File: config.mk
export PLATFORM = sky130hd
export DESIGN_NAME = state_count_record_conditioner_top
export DESIGN_NICKNAME = d
export VERILOG_FILES = /design/src/rtl/scrc_pkg.sv /design/src/rtl/state_count_record_conditioner_top.sv /design/src/rtl/scrc_divider.sv
export SDC_FILE = /design/constraint.sdc
export NUM_CORES = 2
export LEC_CHECK = 0
export ABC_AREA = 1
export ABC_CLOCK_PERIOD_IN_PS = 8150
export BUFFER_PORTS_ARGS = -buffer_cell sky130_fd_sc_hd__buf_2
export CORE_MARGIN = 2
export CORE_UTILIZATION = 52
export CTS_BUF_LIST = sky130_fd_sc_hd__clkbuf_4 sky130_fd_sc_hd__clkbuf_8
export CTS_CLUSTER_DIAMETER = 100
export DETAILED_ROUTE_END_ITERATION = 10
export PLACE_DENSITY_LB_ADDON = 0.08
export SLEW_MARGIN = 20
export SYNTH_ARGS = -nofsm -noshare
export SYNTH_HDL_FRONTEND = slang
export SYNTH_HIERARCHICAL = 1
export SYNTH_SLANG_ARGS = --single-unit
File: constraint.sdc
create_clock -name clock -period 8.15 [get_ports clock]
set_input_delay 0.4075 -clock clock [delete_from_list [all_inputs] [get_ports clock]]
set_output_delay 0.4075 -clock clock [all_outputs]
set_load 0.1 [all_outputs]
File: src/rtl/scrc_pkg.sv
// Package for the state-count record conditioner.
// Holds widths, register indexes, reset values, the sequencer state type
// and the divider control struct. No dependencies.
package scrc_pkg;

   // Field and datapath widths.
   localparam int COUNT_W   = 32;
   localparam int REG_W     = 16;
   localparam int FRAC_W    = 17;
   localparam int RATIO_W   = 48;
   localparam int MID_W     = 35;
   localparam int MID_SUM_W = 36;
   localparam int SECS_W    = 26;
   localparam int Q_SHIFT   = 16;
   localparam int TIME_FRAC = 10;
   localparam int NUM_W     = 48;
   localparam int DEN_W     = 34;
   localparam int STEP_W    = 6;
   localparam int HALF_W    = 24;
   localparam int PART_W    = REG_W + HALF_W;
   localparam int PROD_W    = 64;
   localparam int CSR_IDX_W = 2;
   localparam int LANE_W    = 2;

   // Register indexes of the configuration port.
   localparam logic [CSR_IDX_W-1:0] CSR_MIN_DURATION   = 2'd0;
   localparam logic [CSR_IDX_W-1:0] CSR_MAX_DURATION   = 2'd1;
   localparam logic [CSR_IDX_W-1:0] CSR_SLIP_THRESHOLD = 2'd2;

   // Register reset values.
   localparam logic [REG_W-1:0] MIN_DURATION_RST   = 16'd5120;
   localparam logic [REG_W-1:0] MAX_DURATION_RST   = 16'd15360;
   localparam logic [REG_W-1:0] SLIP_THRESHOLD_RST = 16'd5898;

   // Time conversion constants, in seconds.
   localparam logic [SECS_W-1:0] SECS_PER_DAY    = 26'd86400;
   localparam logic [SECS_W-1:0] SECS_PER_HOUR   = 26'd3600;
   localparam logic [SECS_W-1:0] SECS_PER_MINUTE = 26'd60;

   // Ratio used when the positive count is zero: 999.0 in Q32.16.
   localparam logic [RATIO_W-1:0] NO_POS_RATIO = 48'd999 << Q_SHIFT;

   // Divider iteration counts: full ratio quotient and Q1.16 fraction.
   localparam logic [STEP_W-1:0] DIV_WIDE_STEPS = 6'(NUM_W);
   localparam logic [STEP_W-1:0] DIV_FRAC_STEPS = 6'(FRAC_W);

   // Lane indexes of the four counts.
   localparam logic [LANE_W-1:0] LANE_BIG_POS = 2'd0;
   localparam logic [LANE_W-1:0] LANE_POS     = 2'd1;
   localparam logic [LANE_W-1:0] LANE_LAST    = 2'd3;

   typedef enum logic [2:0] {
      SEQ_IDLE,
      SEQ_PREP,
      SEQ_MUL,
      SEQ_RATIO_START,
      SEQ_RATIO_WAIT,
      SEQ_FRAC_START,
      SEQ_FRAC_WAIT,
      SEQ_COMPARE
   } seq_state_type;

   typedef struct packed {
      logic start;
      logic wide;
   } div_ctrl_type;

endpackage

File: src/rtl/state_count_record_conditioner_top.sv
// Top level of the state-count record conditioner.
// Depends on scrc_pkg and scrc_divider.
//
// Usage: one sampler state-count record is one request transaction on the
// req_ channel (valid/stall). A record whose duration lies outside
// [min_duration, max_duration] is dropped at acceptance with no response
// transaction; only its new_fit rearm takes effect. An accepted record
// yields one rsp_ transaction: midpoint, four count fractions, slip flags.
// The shared one-bit-per-cycle divider does most of the work: after PREP and
// MUL it forms the bigpos/pos ratio (skipped when count_positive is zero),
// then one fraction per count in turn; COMPARE loads the output register
// once it is free. One record is processed at a time with req_stall high
// meanwhile, so a kept record finishes before the next is accepted; a dropped
// record frees the input at once. The response sits in an output register,
// so the next record is accepted while it waits; if rsp_stall still holds it
// when the next result is finished, the sequencer waits with that result.
// Reset (synchronous, active high) loads the register defaults, clears the
// stored ratio, arms the one-shot slip report and drops rsp_valid.
// Configuration registers are written through csr_ only while idle: a rule
// for the user, which the block itself does not enforce.
module state_count_record_conditioner_top (
   input  logic                               clock,
   input  logic                               reset,
   input  logic                               csr_write_en,
   input  logic [scrc_pkg::CSR_IDX_W-1:0]     csr_index,
   input  logic [scrc_pkg::REG_W-1:0]         csr_wdata,
   input  logic                               req_valid,
   output logic                               req_stall,
   input  logic [8:0]                         req_day_of_year,
   input  logic [4:0]                         req_hour,
   input  logic [5:0]                         req_minute,
   input  logic [15:0]                        req_second_q,
   input  logic [15:0]                        req_duration_q,
   input  logic [scrc_pkg::COUNT_W-1:0]       req_count_big_positive,
   input  logic [scrc_pkg::COUNT_W-1:0]       req_count_positive,
   input  logic [scrc_pkg::COUNT_W-1:0]       req_count_negative,
   input  logic [scrc_pkg::COUNT_W-1:0]       req_count_big_negative,
   input  logic                               req_first_of_channel,
   input  logic                               req_new_fit,
   output logic                               rsp_valid,
   input  logic                               rsp_stall,
   output logic [scrc_pkg::MID_W-1:0]         rsp_mid_time_q,
   output logic [scrc_pkg::FRAC_W-1:0]        rsp_frac_big_positive,
   output logic [scrc_pkg::FRAC_W-1:0]        rsp_frac_positive,
   output logic [scrc_pkg::FRAC_W-1:0]        rsp_frac_negative,
   output logic [scrc_pkg::FRAC_W-1:0]        rsp_frac_big_negative,
   output logic                               rsp_slip_suspect,
   output logic                               rsp_slip_first_report
);

   // Control state.
   scrc_pkg::seq_state_type              state_ff, state_in;
   logic [scrc_pkg::LANE_W-1:0]          lane_ff, lane_in;
   logic [scrc_pkg::REG_W-1:0]           min_dur_ff, min_dur_in;
   logic [scrc_pkg::REG_W-1:0]           max_dur_ff, max_dur_in;
   logic [scrc_pkg::REG_W-1:0]           thr_ff, thr_in;
   logic [scrc_pkg::RATIO_W-1:0]         prev_ratio_ff, prev_ratio_in;
   logic                                 armed_ff, armed_in;
   logic                                 rsp_valid_ff, rsp_valid_in;

   // Captured record.
   logic [8:0]                           day_ff;
   logic [4:0]                           hour_ff;
   logic [5:0]                           minute_ff;
   logic [15:0]                          sec_ff;
   logic [15:0]                          dur_ff;
   logic [scrc_pkg::COUNT_W-1:0]         cnt_ff [4];
   logic                                 first_ff;

   // Working registers.
   logic [scrc_pkg::DEN_W-1:0]           total_ff, total_in;
   logic [scrc_pkg::SECS_W-1:0]          secs_ff, secs_in;
   logic [scrc_pkg::PART_W-1:0]          plo_ff, plo_in;
   logic [scrc_pkg::PART_W-1:0]          phi_ff, phi_in;
   logic [scrc_pkg::MID_W-1:0]           mid_ff, mid_in;
   logic [scrc_pkg::RATIO_W-1:0]         ratio_ff, ratio_in;
   logic [scrc_pkg::FRAC_W-1:0]          frac_ff [4];
   logic [scrc_pkg::RATIO_W-1:0]         diff_ff, diff_in;
   logic [scrc_pkg::PROD_W-1:0]          prod_ff, prod_in;

   // Output register.
   logic [scrc_pkg::MID_W-1:0]           out_mid_ff;
   logic [scrc_pkg::FRAC_W-1:0]          out_frac_ff [4];
   logic                                 out_suspect_ff;
   logic                                 out_report_ff;

   // Combinational helpers.
   logic                                 req_accept;
   logic                                 in_range;
   logic                                 out_free;
   logic                                 capture;
   logic                                 frac_write;
   logic                                 out_load;
   logic                                 suspect;
   logic                                 report;
   logic [8:0]                           day_m1;
   logic [scrc_pkg::DEN_W-1:0]           total_raw;
   logic [scrc_pkg::MID_SUM_W-1:0]       mid_sum;
   scrc_pkg::div_ctrl_type               div_ctrl;
   logic [scrc_pkg::NUM_W-1:0]           div_numer;
   logic [scrc_pkg::DEN_W-1:0]           div_denom;
   logic                                 div_done;
   logic [scrc_pkg::NUM_W-1:0]           div_quotient;

   scrc_divider u_divider (
      .clock    (clock),
      .reset    (reset),
      .ctrl     (div_ctrl),
      .numer    (div_numer),
      .denom    (div_denom),
      .done     (div_done),
      .quotient (div_quotient)
   );

   assign req_stall  = (state_ff != scrc_pkg::SEQ_IDLE);
   assign req_accept = req_valid && !req_stall;
   assign out_free   = !rsp_valid_ff || !rsp_stall;
   assign in_range   = (req_duration_q >= min_dur_ff) && (req_duration_q <= max_dur_ff);

   // Day zero counts as day one.
   assign day_m1    = (day_ff == 9'd0) ? 9'd0 : day_ff - 9'd1;
   assign total_raw = scrc_pkg::DEN_W'(cnt_ff[0]) + scrc_pkg::DEN_W'(cnt_ff[1])
                    + scrc_pkg::DEN_W'(cnt_ff[2]) + scrc_pkg::DEN_W'(cnt_ff[3]);
   assign mid_sum   = {secs_ff, {scrc_pkg::TIME_FRAC{1'b0}}}
                    + scrc_pkg::MID_SUM_W'(sec_ff)
                    + scrc_pkg::MID_SUM_W'(dur_ff[15:1]);

   // The slip test compares |r - prev| * 2^16 against threshold * prev.
   assign suspect = !first_ff && ({diff_ff, {scrc_pkg::Q_SHIFT{1'b0}}} > prod_ff);
   assign report  = suspect && armed_ff;

   always_comb begin
      state_in      = state_ff;
      lane_in       = lane_ff;
      min_dur_in    = min_dur_ff;
      max_dur_in    = max_dur_ff;
      thr_in        = thr_ff;
      prev_ratio_in = prev_ratio_ff;
      armed_in      = armed_ff;
      rsp_valid_in  = rsp_valid_ff && rsp_stall;
      total_in      = total_ff;
      secs_in       = secs_ff;
      plo_in        = plo_ff;
      phi_in        = phi_ff;
      mid_in        = mid_ff;
      ratio_in      = ratio_ff;
      diff_in       = diff_ff;
      prod_in       = prod_ff;
      capture       = 1'b0;
      frac_write    = 1'b0;
      out_load      = 1'b0;
      div_ctrl      = '0;
      div_numer     = {cnt_ff[lane_ff], {scrc_pkg::Q_SHIFT{1'b0}}};
      div_denom     = total_ff;

      if (csr_write_en) begin
         case (csr_index)
            scrc_pkg::CSR_MIN_DURATION:   min_dur_in = csr_wdata;
            scrc_pkg::CSR_MAX_DURATION:   max_dur_in = csr_wdata;
            scrc_pkg::CSR_SLIP_THRESHOLD: thr_in     = csr_wdata;
            default: ;
         endcase
      end

      case (state_ff)
         scrc_pkg::SEQ_IDLE: begin
            if (req_accept) begin
               capture = 1'b1;
               if (req_new_fit) begin
                  armed_in = 1'b1;
               end
               if (in_range) begin
                  state_in = scrc_pkg::SEQ_PREP;
               end
            end
         end
         scrc_pkg::SEQ_PREP: begin
            total_in = (total_raw == '0) ? scrc_pkg::DEN_W'(1) : total_raw;
            secs_in  = scrc_pkg::SECS_W'(day_m1) * scrc_pkg::SECS_PER_DAY
                     + scrc_pkg::SECS_W'(hour_ff) * scrc_pkg::SECS_PER_HOUR
                     + scrc_pkg::SECS_W'(minute_ff) * scrc_pkg::SECS_PER_MINUTE;
            plo_in   = scrc_pkg::PART_W'(thr_ff)
                     * scrc_pkg::PART_W'(prev_ratio_ff[scrc_pkg::HALF_W-1:0]);
            state_in = scrc_pkg::SEQ_MUL;
         end
         scrc_pkg::SEQ_MUL: begin
            phi_in   = scrc_pkg::PART_W'(thr_ff)
                     * scrc_pkg::PART_W'(prev_ratio_ff[scrc_pkg::RATIO_W-1:scrc_pkg::HALF_W]);
            mid_in   = mid_sum[scrc_pkg::MID_W-1:0];
            state_in = scrc_pkg::SEQ_RATIO_START;
         end
         scrc_pkg::SEQ_RATIO_START: begin
            lane_in = '0;
            if (cnt_ff[scrc_pkg::LANE_POS] == '0) begin
               ratio_in = scrc_pkg::NO_POS_RATIO;
               state_in = scrc_pkg::SEQ_FRAC_START;
            end else begin
               div_ctrl.start = 1'b1;
               div_ctrl.wide  = 1'b1;
               div_numer      = {cnt_ff[scrc_pkg::LANE_BIG_POS], {scrc_pkg::Q_SHIFT{1'b0}}};
               div_denom      = scrc_pkg::DEN_W'(cnt_ff[scrc_pkg::LANE_POS]);
               state_in       = scrc_pkg::SEQ_RATIO_WAIT;
            end
         end
         scrc_pkg::SEQ_RATIO_WAIT: begin
            if (div_done) begin
               ratio_in = div_quotient;
               state_in = scrc_pkg::SEQ_FRAC_START;
            end
         end
         scrc_pkg::SEQ_FRAC_START: begin
            div_ctrl.start = 1'b1;
            state_in       = scrc_pkg::SEQ_FRAC_WAIT;
         end
         scrc_pkg::SEQ_FRAC_WAIT: begin
            if (div_done) begin
               frac_write = 1'b1;
               lane_in    = lane_ff + 1'b1;
               if (lane_ff == scrc_pkg::LANE_LAST) begin
                  diff_in  = (ratio_ff >= prev_ratio_ff) ? ratio_ff - prev_ratio_ff
                                                         : prev_ratio_ff - ratio_ff;
                  prod_in  = {phi_ff, {scrc_pkg::HALF_W{1'b0}}}
                           + scrc_pkg::PROD_W'(plo_ff);
                  state_in = scrc_pkg::SEQ_COMPARE;
               end else begin
                  state_in = scrc_pkg::SEQ_FRAC_START;
               end
            end
         end
         scrc_pkg::SEQ_COMPARE: begin
            // Hold the finished result until the output register is free.
            if (out_free) begin
               out_load      = 1'b1;
               rsp_valid_in  = 1'b1;
               prev_ratio_in = ratio_ff;
               if (report) begin
                  armed_in = 1'b0;
               end
               state_in = scrc_pkg::SEQ_IDLE;
            end
         end
         default: state_in = scrc_pkg::SEQ_IDLE;
      endcase
   end

   always_ff @(posedge clock) begin
      if (reset) begin
         state_ff      <= scrc_pkg::SEQ_IDLE;
         lane_ff       <= '0;
         min_dur_ff    <= scrc_pkg::MIN_DURATION_RST;
         max_dur_ff    <= scrc_pkg::MAX_DURATION_RST;
         thr_ff        <= scrc_pkg::SLIP_THRESHOLD_RST;
         prev_ratio_ff <= '0;
         armed_ff      <= 1'b1;
         rsp_valid_ff  <= 1'b0;
      end else begin
         state_ff      <= state_in;
         lane_ff       <= lane_in;
         min_dur_ff    <= min_dur_in;
         max_dur_ff    <= max_dur_in;
         thr_ff        <= thr_in;
         prev_ratio_ff <= prev_ratio_in;
         armed_ff      <= armed_in;
         rsp_valid_ff  <= rsp_valid_in;
      end
   end

   always_ff @(posedge clock) begin
      total_ff <= total_in;
      secs_ff  <= secs_in;
      plo_ff   <= plo_in;
      phi_ff   <= phi_in;
      mid_ff   <= mid_in;
      ratio_ff <= ratio_in;
      diff_ff  <= diff_in;
      prod_ff  <= prod_in;
      if (capture) begin
         day_ff    <= req_day_of_year;
         hour_ff   <= req_hour;
         minute_ff <= req_minute;
         sec_ff    <= req_second_q;
         dur_ff    <= req_duration_q;
         cnt_ff[0] <= req_count_big_positive;
         cnt_ff[1] <= req_count_positive;
         cnt_ff[2] <= req_count_negative;
         cnt_ff[3] <= req_count_big_negative;
         first_ff  <= req_first_of_channel;
      end
      if (frac_write) begin
         frac_ff[lane_ff] <= div_quotient[scrc_pkg::FRAC_W-1:0];
      end
      if (out_load) begin
         out_mid_ff     <= mid_ff;
         out_frac_ff[0] <= frac_ff[0];
         out_frac_ff[1] <= frac_ff[1];
         out_frac_ff[2] <= frac_ff[2];
         out_frac_ff[3] <= frac_ff[3];
         out_suspect_ff <= suspect;
         out_report_ff  <= report;
      end
   end

   assign rsp_valid             = rsp_valid_ff;
   assign rsp_mid_time_q        = out_mid_ff;
   assign rsp_frac_big_positive = out_frac_ff[0];
   assign rsp_frac_positive     = out_frac_ff[1];
   assign rsp_frac_negative     = out_frac_ff[2];
   assign rsp_frac_big_negative = out_frac_ff[3];
   assign rsp_slip_suspect      = out_suspect_ff;
   assign rsp_slip_first_report = out_report_ff;

`ifndef SYNTHESIS
   a_report_needs_suspect: assert property (@(posedge clock) disable iff (reset)
      rsp_valid_ff |-> (!out_report_ff || out_suspect_ff))
      else $error("first report without a suspect");

   a_result_loads: assert property (@(posedge clock) disable iff (reset)
      (state_ff == scrc_pkg::SEQ_COMPARE && out_free)
         |=> (rsp_valid_ff && state_ff == scrc_pkg::SEQ_IDLE))
      else $error("finished result not presented");

   a_done_in_wait: assert property (@(posedge clock) disable iff (reset)
      div_done |-> (state_ff == scrc_pkg::SEQ_RATIO_WAIT
                    || state_ff == scrc_pkg::SEQ_FRAC_WAIT))
      else $error("divider finished outside a wait state");

   a_report_disarms: assert property (@(posedge clock) disable iff (reset)
      (out_load && report) |=> !armed_ff)
      else $error("report left the one-shot armed");
`endif

endmodule

File: src/rtl/scrc_divider.sv
// Shared restoring divider, one quotient bit per cycle.
// Depends on scrc_pkg for widths and iteration counts.
module scrc_divider (
   input  logic                            clock,
   input  logic                            reset,
   input  scrc_pkg::div_ctrl_type          ctrl,
   input  logic [scrc_pkg::NUM_W-1:0]      numer,
   input  logic [scrc_pkg::DEN_W-1:0]      denom,
   output logic                            done,
   output logic [scrc_pkg::NUM_W-1:0]      quotient
);

   logic                            run_ff, run_in;
   logic                            done_ff, done_in;
   logic [scrc_pkg::STEP_W-1:0]     cnt_ff, cnt_in;
   logic [scrc_pkg::DEN_W-1:0]      rem_ff, rem_in;
   logic [scrc_pkg::DEN_W-1:0]      den_ff, den_in;
   logic [scrc_pkg::NUM_W-1:0]      num_ff, num_in;
   logic [scrc_pkg::NUM_W-1:0]      quo_ff, quo_in;
   logic [scrc_pkg::DEN_W:0]        trial;
   logic [scrc_pkg::DEN_W:0]        trial_sub;
   logic                            fits;

   always_comb begin
      trial     = {rem_ff, num_ff[scrc_pkg::NUM_W-1]};
      fits      = trial >= {1'b0, den_ff};
      trial_sub = trial - {1'b0, den_ff};
      run_in    = run_ff;
      done_in   = 1'b0;
      cnt_in    = cnt_ff;
      rem_in    = rem_ff;
      den_in    = den_ff;
      num_in    = num_ff;
      quo_in    = quo_ff;
      if (ctrl.start) begin
         run_in = 1'b1;
         den_in = denom;
         quo_in = '0;
         if (ctrl.wide) begin
            rem_in = '0;
            num_in = numer;
            cnt_in = scrc_pkg::DIV_WIDE_STEPS;
         end else begin
            // The upper bits of the dividend are known to lie below the divisor.
            rem_in = scrc_pkg::DEN_W'(numer[scrc_pkg::NUM_W-1:scrc_pkg::FRAC_W]);
            num_in = {numer[scrc_pkg::FRAC_W-1:0],
                      {(scrc_pkg::NUM_W-scrc_pkg::FRAC_W){1'b0}}};
            cnt_in = scrc_pkg::DIV_FRAC_STEPS;
         end
      end else if (run_ff) begin
         rem_in = fits ? trial_sub[scrc_pkg::DEN_W-1:0] : trial[scrc_pkg::DEN_W-1:0];
         num_in = {num_ff[scrc_pkg::NUM_W-2:0], 1'b0};
         quo_in = {quo_ff[scrc_pkg::NUM_W-2:0], fits};
         cnt_in = cnt_ff - 1'b1;
         if (cnt_ff == scrc_pkg::STEP_W'(1)) begin
            run_in  = 1'b0;
            done_in = 1'b1;
         end
      end
   end

   always_ff @(posedge clock) begin
      if (reset) begin
         run_ff  <= 1'b0;
         done_ff <= 1'b0;
      end else begin
         run_ff  <= run_in;
         done_ff <= done_in;
      end
   end

   always_ff @(posedge clock) begin
      cnt_ff <= cnt_in;
      rem_ff <= rem_in;
      den_ff <= den_in;
      num_ff <= num_in;
      quo_ff <= quo_in;
   end

   assign done     = done_ff;
   assign quotient = quo_ff;

`ifndef SYNTHESIS
   a_no_restart: assert property (@(posedge clock) disable iff (reset)
      ctrl.start |-> !run_ff)
      else $error("divider started while busy");

   a_rem_below_den: assert property (@(posedge clock) disable iff (reset)
      run_ff |-> (rem_ff < den_ff))
      else $error("partial remainder not below divisor");

   a_done_after_run: assert property (@(posedge clock) disable iff (reset)
      done_ff |-> (!run_ff && $past(run_ff)))
      else $error("done without a finished run");
`endif

endmodule

==> impl_metrics.json <==
{
  "cp_max_fo": 35,
  "htree_levels": 4,
  "firstDrtPassIters": 6,
  "maxCapViolCount": 0,
  "crit_chain": "buf_4 > nand2_1 > fa_1 > inv_1 > fa_1 > inv_1 > fa_1 > inv_1 > fa_1 > fa_1 > inv_1 > fa_1 > inv_1 > ha_1 > nand2_1 > nor2_1 > inv_1 > o21ai_0 > nand3_1 > nand2_1 > a21oi_1 > xnor2_1",
  "dp_cells": 11700,
  "period_minus_slack_ns": 6.85,
  "vdd_drop_max_uv": 610,
  "instances_no_fill": 12200,
  "drive_gt1_share_pct": 8.44,
  "grt_pass1_vias": 65200,
  "drtIter0Drc": 5289,
  "worstMarginPinSlew_ns": 1.14,
  "grt_setup_unrepaired": "false",
  "finalWirelength_um": 253000,
  "path_class": "register to register",
  "wl_met2_um": 117000,
  "r2r_cells": 22,
  "cts_tree": "built",
  "r2r_slack_ns": 1.30,
  "cts_inserted_buffers": 168,
  "tns_ns": 0,
  "dieHeight_um": 400,
  "holdPathEnd": "thr_ff[11]",
  "post-cts-setup-buffer-count": 0,
  "highest_layer": "met5",
  "end_kind": "register",
  "start_util_pct": 52.2,
  "cp.required_ns": 8.82,
  "clk-insertion-delay-late_ns": 0.94,
  "utilization_pct": 58.4,
  "syn_inst": 9515,
  "drv_slew": 0,
  "synth-seq-area-share_pct": 33.6,
  "final-hold-violation-count": 0,
  "dr_wl_met3_um": 17300,
  "critical_path.top_delay_family": "adder cells",
  "dieArea_um2": 160000,
  "fillCellCount": 14000,
  "reg2reg_from": "thr_ff[7]",
  "wl_per_cell_um": 20.7,
  "antenna_found_initial": 18,
  "io_pins": 312,
  "critical-path-max-stage-delay_ns": 1.03,
  "avgSynthCellArea_um2": 8.55,
  "async_flop_share_pct": 0,
  "cts_buffer_depth": 3,
  "setup_viol": 0,
  "synth_cell_type_count": 66,
  "vias": 64900,
  "grtUsageTotal_pct": 32.1,
  "relSlewSlack_pct": 23.7,
  "r2r-end": "phi_ff[35]",
  "path_buf_inv": 7,
  "cp_slowest_cell": "dfxtp_2",
  "drt-met1-wl_um": 107000,
  "ys.flop_type": "edfxtp_1",
  "clkSinkCount": 962,
  "cts_root_buf": "clkbuf_8",
  "io_buffers": 311,
  "clkSlewWorstSetupHoldPaths_ns": 0.07,
  "outcome": "completed",
  "grt_overflow": 0,
  "die_w_um": 400,
  "yosys_register_bits": 962,
  "syn_area_um2": 81400,
  "yosys_warnings": 6,
  "viasPerCell": 5.31,
  "final_nets": 11600,
  "powerDensity_nw_per_um2": 269,
  "drtAntennaViolNets": 0,
  "clock.fmax_ghz": 0.146,
  "leakagePower_nw": 44.3,
  "skew_ns": 0.0715,
  "synth_edf_count": 807,
  "min_from": "csr_index[0]",
  "cts-resized-gates": 0,
  "synthToLayoutAreaGrowth_pct": 11.8,
  "min_period_over_period_pct": 84.1,
  "gp_congestion": 1.00,
  "dpl.hpwl_um": 202000,
  "fp.coreArea_um2": 156000,
  "grt_pass1_wl_um": 387000,
  "drc_errors": 0,
  "worstHoldPathType": "input pin to register",
  "holdBufCountCts": 212,
  "rows": 145,
  "worstPathArrival_ns": 7.52,
  "startpoint_type": "register",
  "holdPathStages": 6,
  "grt_max_degree": 140
}
worst register-to-register path, delay by kind of cell (launching register included):
| kind | cells | cell delay, ns |
|---|---|---|
| and+or+nand+nor | 5 | 0.73 |
| adders and majority gates | 7 | 3.48 |
| buffers and inverters | 7 | 0.68 |
| xor gates and xnor gates | 1 | 0.13 |
| AOI/OAI and AO/OA | 2 | 0.55 |
| DFF | 1 | 1.03 |
per-layer routing:
metal	global-route usage (%)	vias up
met3	5.28	509
met1	42.9	31400
met2	51.8	2314
met5	0	-
li1	-	30700
met4	13.6	12
cell usage in the layout (no fill, tap or decap), types with 19 or more instances in the layout:
master         instances
nand2_1             2268
inv_1               2104
edfxtp_1             807
fa_1                 714
ha_1                 618
nor2_1               520
a21oi_1              480
o21ai_0              347
buf_2                311
nand3_1              281
dlygate4sd3_1        212
xor2_1               202
clkbuf_8             178
dfxtp_1              136
buf_4                104
xnor2_1               95
o22ai_1               80
nand4_1               60
clkbuf_4              54
a31oi_1               34
o21bai_1              33
nor3_1                33
clkinv_1              33
a21o_1                32
a22oi_1               32
inv_2                 28
o211ai_1              26
o21ai_1               25
nor4_1                24
nand3b_1              20
clkinv_2              19
dfxtp_2               19
where the power goes:
part           total, mW  leakage, nW  switching (mW)  internal, mW
clock network       4.97         1.95            2.23          2.74
logic               11.9         33.6            7.76          4.19
registers           7.59         8.69           0.624          6.97
synth_stat cells (9+ instances only):
cell type / number / share of area (%)
nand3_1: 281 / 1.7
nor3_1: 33 / 0.20
edfxtp_1: 807 / 30
o21ai_0: 349 / 2.1
nor4_1: 24 / 0.18
nand2_2: 13 / 0.10
nor2_1: 526 / 2.4
nor3_2: 9 / 0.11
o21a_1: 17 / 0.16
nor2_2: 17 / 0.13
or2_2: 16 / 0.12
and2_1: 9 / 0.069
fa_1: 714 / 18
buf_1: 11 / 0.051
ha_1: 618 / 9.5
nand4_1: 60 / 0.46
a22oi_1: 32 / 0.30
xnor2_1: 95 / 1.0
o211ai_1: 26 / 0.24
dfxtp_1: 155 / 3.8
inv_2: 26 / 0.12
nand3b_1: 20 / 0.18
buf_2: 27 / 0.17
o21ai_2: 9 / 0.097
a31oi_1: 34 / 0.26
xor2_1: 202 / 2.2
inv_1: 2108 / 9.7
o22ai_1: 80 / 0.62
o21ai_1: 26 / 0.16
nand2_1: 2270 / 10
clkbuf_1: 246 / 1.1
buf_4: 19 / 0.18
o21bai_1: 33 / 0.30
a21oi_1: 481 / 3.0
a21o_1: 32 / 0.30
worst max path at each step:
stage                 from             endpoint  cells after the start
5_1_grt          thr_ff[7]           phi_ff[35]                     22
4_1_cts          thr_ff[7]           phi_ff[35]                     22
3_3_place_gp     thr_ff[7]           phi_ff[35]                     22
6_report         thr_ff[7]           phi_ff[35]                     22
3_5_place_dp     thr_ff[7]           phi_ff[35]                     22
2_1_floorplan  state_ff[0]  u_divider/cnt_ff[0]                      6
layout make-up:
type	count	area, um^2	area share (%)
tap	2058	2570	2.83
multi-input combinational	6112	44800	49.2
antenna	10	25.0	0.0275
inverter	2143	8060	8.85
clock inverter	76	887	0.975
sequential	962	27400	30.1
timing repair buffer	628	4480	4.92
clock buffer	232	2860	3.14
flip-flops by register name, summed over array words and instances, names as in the netlist, 15 cells and up, named ones only:
signal,cells
out_frac_ff,68
thr_ff,16
max_dur_ff,16
frac_ff,68
u_divider/quotient,48
plo_ff,40
u_divider/num_ff,48
prev_ratio_ff,48
diff_ff,48
ratio_ff,48
secs_ff,23
rsp_mid_time_q,35
mid_ff,35
u_divider/rem_ff,34
total_ff,34
u_divider/den_ff,34
phi_ff,40
sec_ff,16
cnt_ff,128
dur_ff,15
prod_ff,64
min_dur_ff,16
cells by family (layout without fill, tap and decap cells):
logic type / Yosys count / in the layout / synth area share, %
flip-flops: 962 / 962 / 33.6
XOR/XNOR: 297 / 297 / 3.20
buffers and inverters: 2456 / 3079 / 11.6
AO/OA/AOI/OAI: 1158 / 1158 / 7.93
AND/OR/NAND/NOR: 3309 / 3309 / 16.6
other: 1 / 26 / 0.00461
adder cells (fa/ha/maj): 1332 / 1332 / 27.1
stage by stage:
| stage | total power [mW] | hold WS [ns] | area, um^2 | worst slack [ns] |
|---|---|---|---|---|
| after detailed placement | 19.5 | 0.405 | 85100 | 1.42 |
| after floorplan | 16.2 | 0.400 | 81400 | 1.46 |
| after global routing | 26.6 | 0.132 | 91000 | 1.03 |
| after CTS | 24.6 | 0.0559 | 91000 | 1.40 |
| final | 24.5 | 0.144 | 91000 | 1.30 |
| after global placement | 19.3 | 0.400 | 85100 | 1.39 |
(Power assumes the default switching activity.)
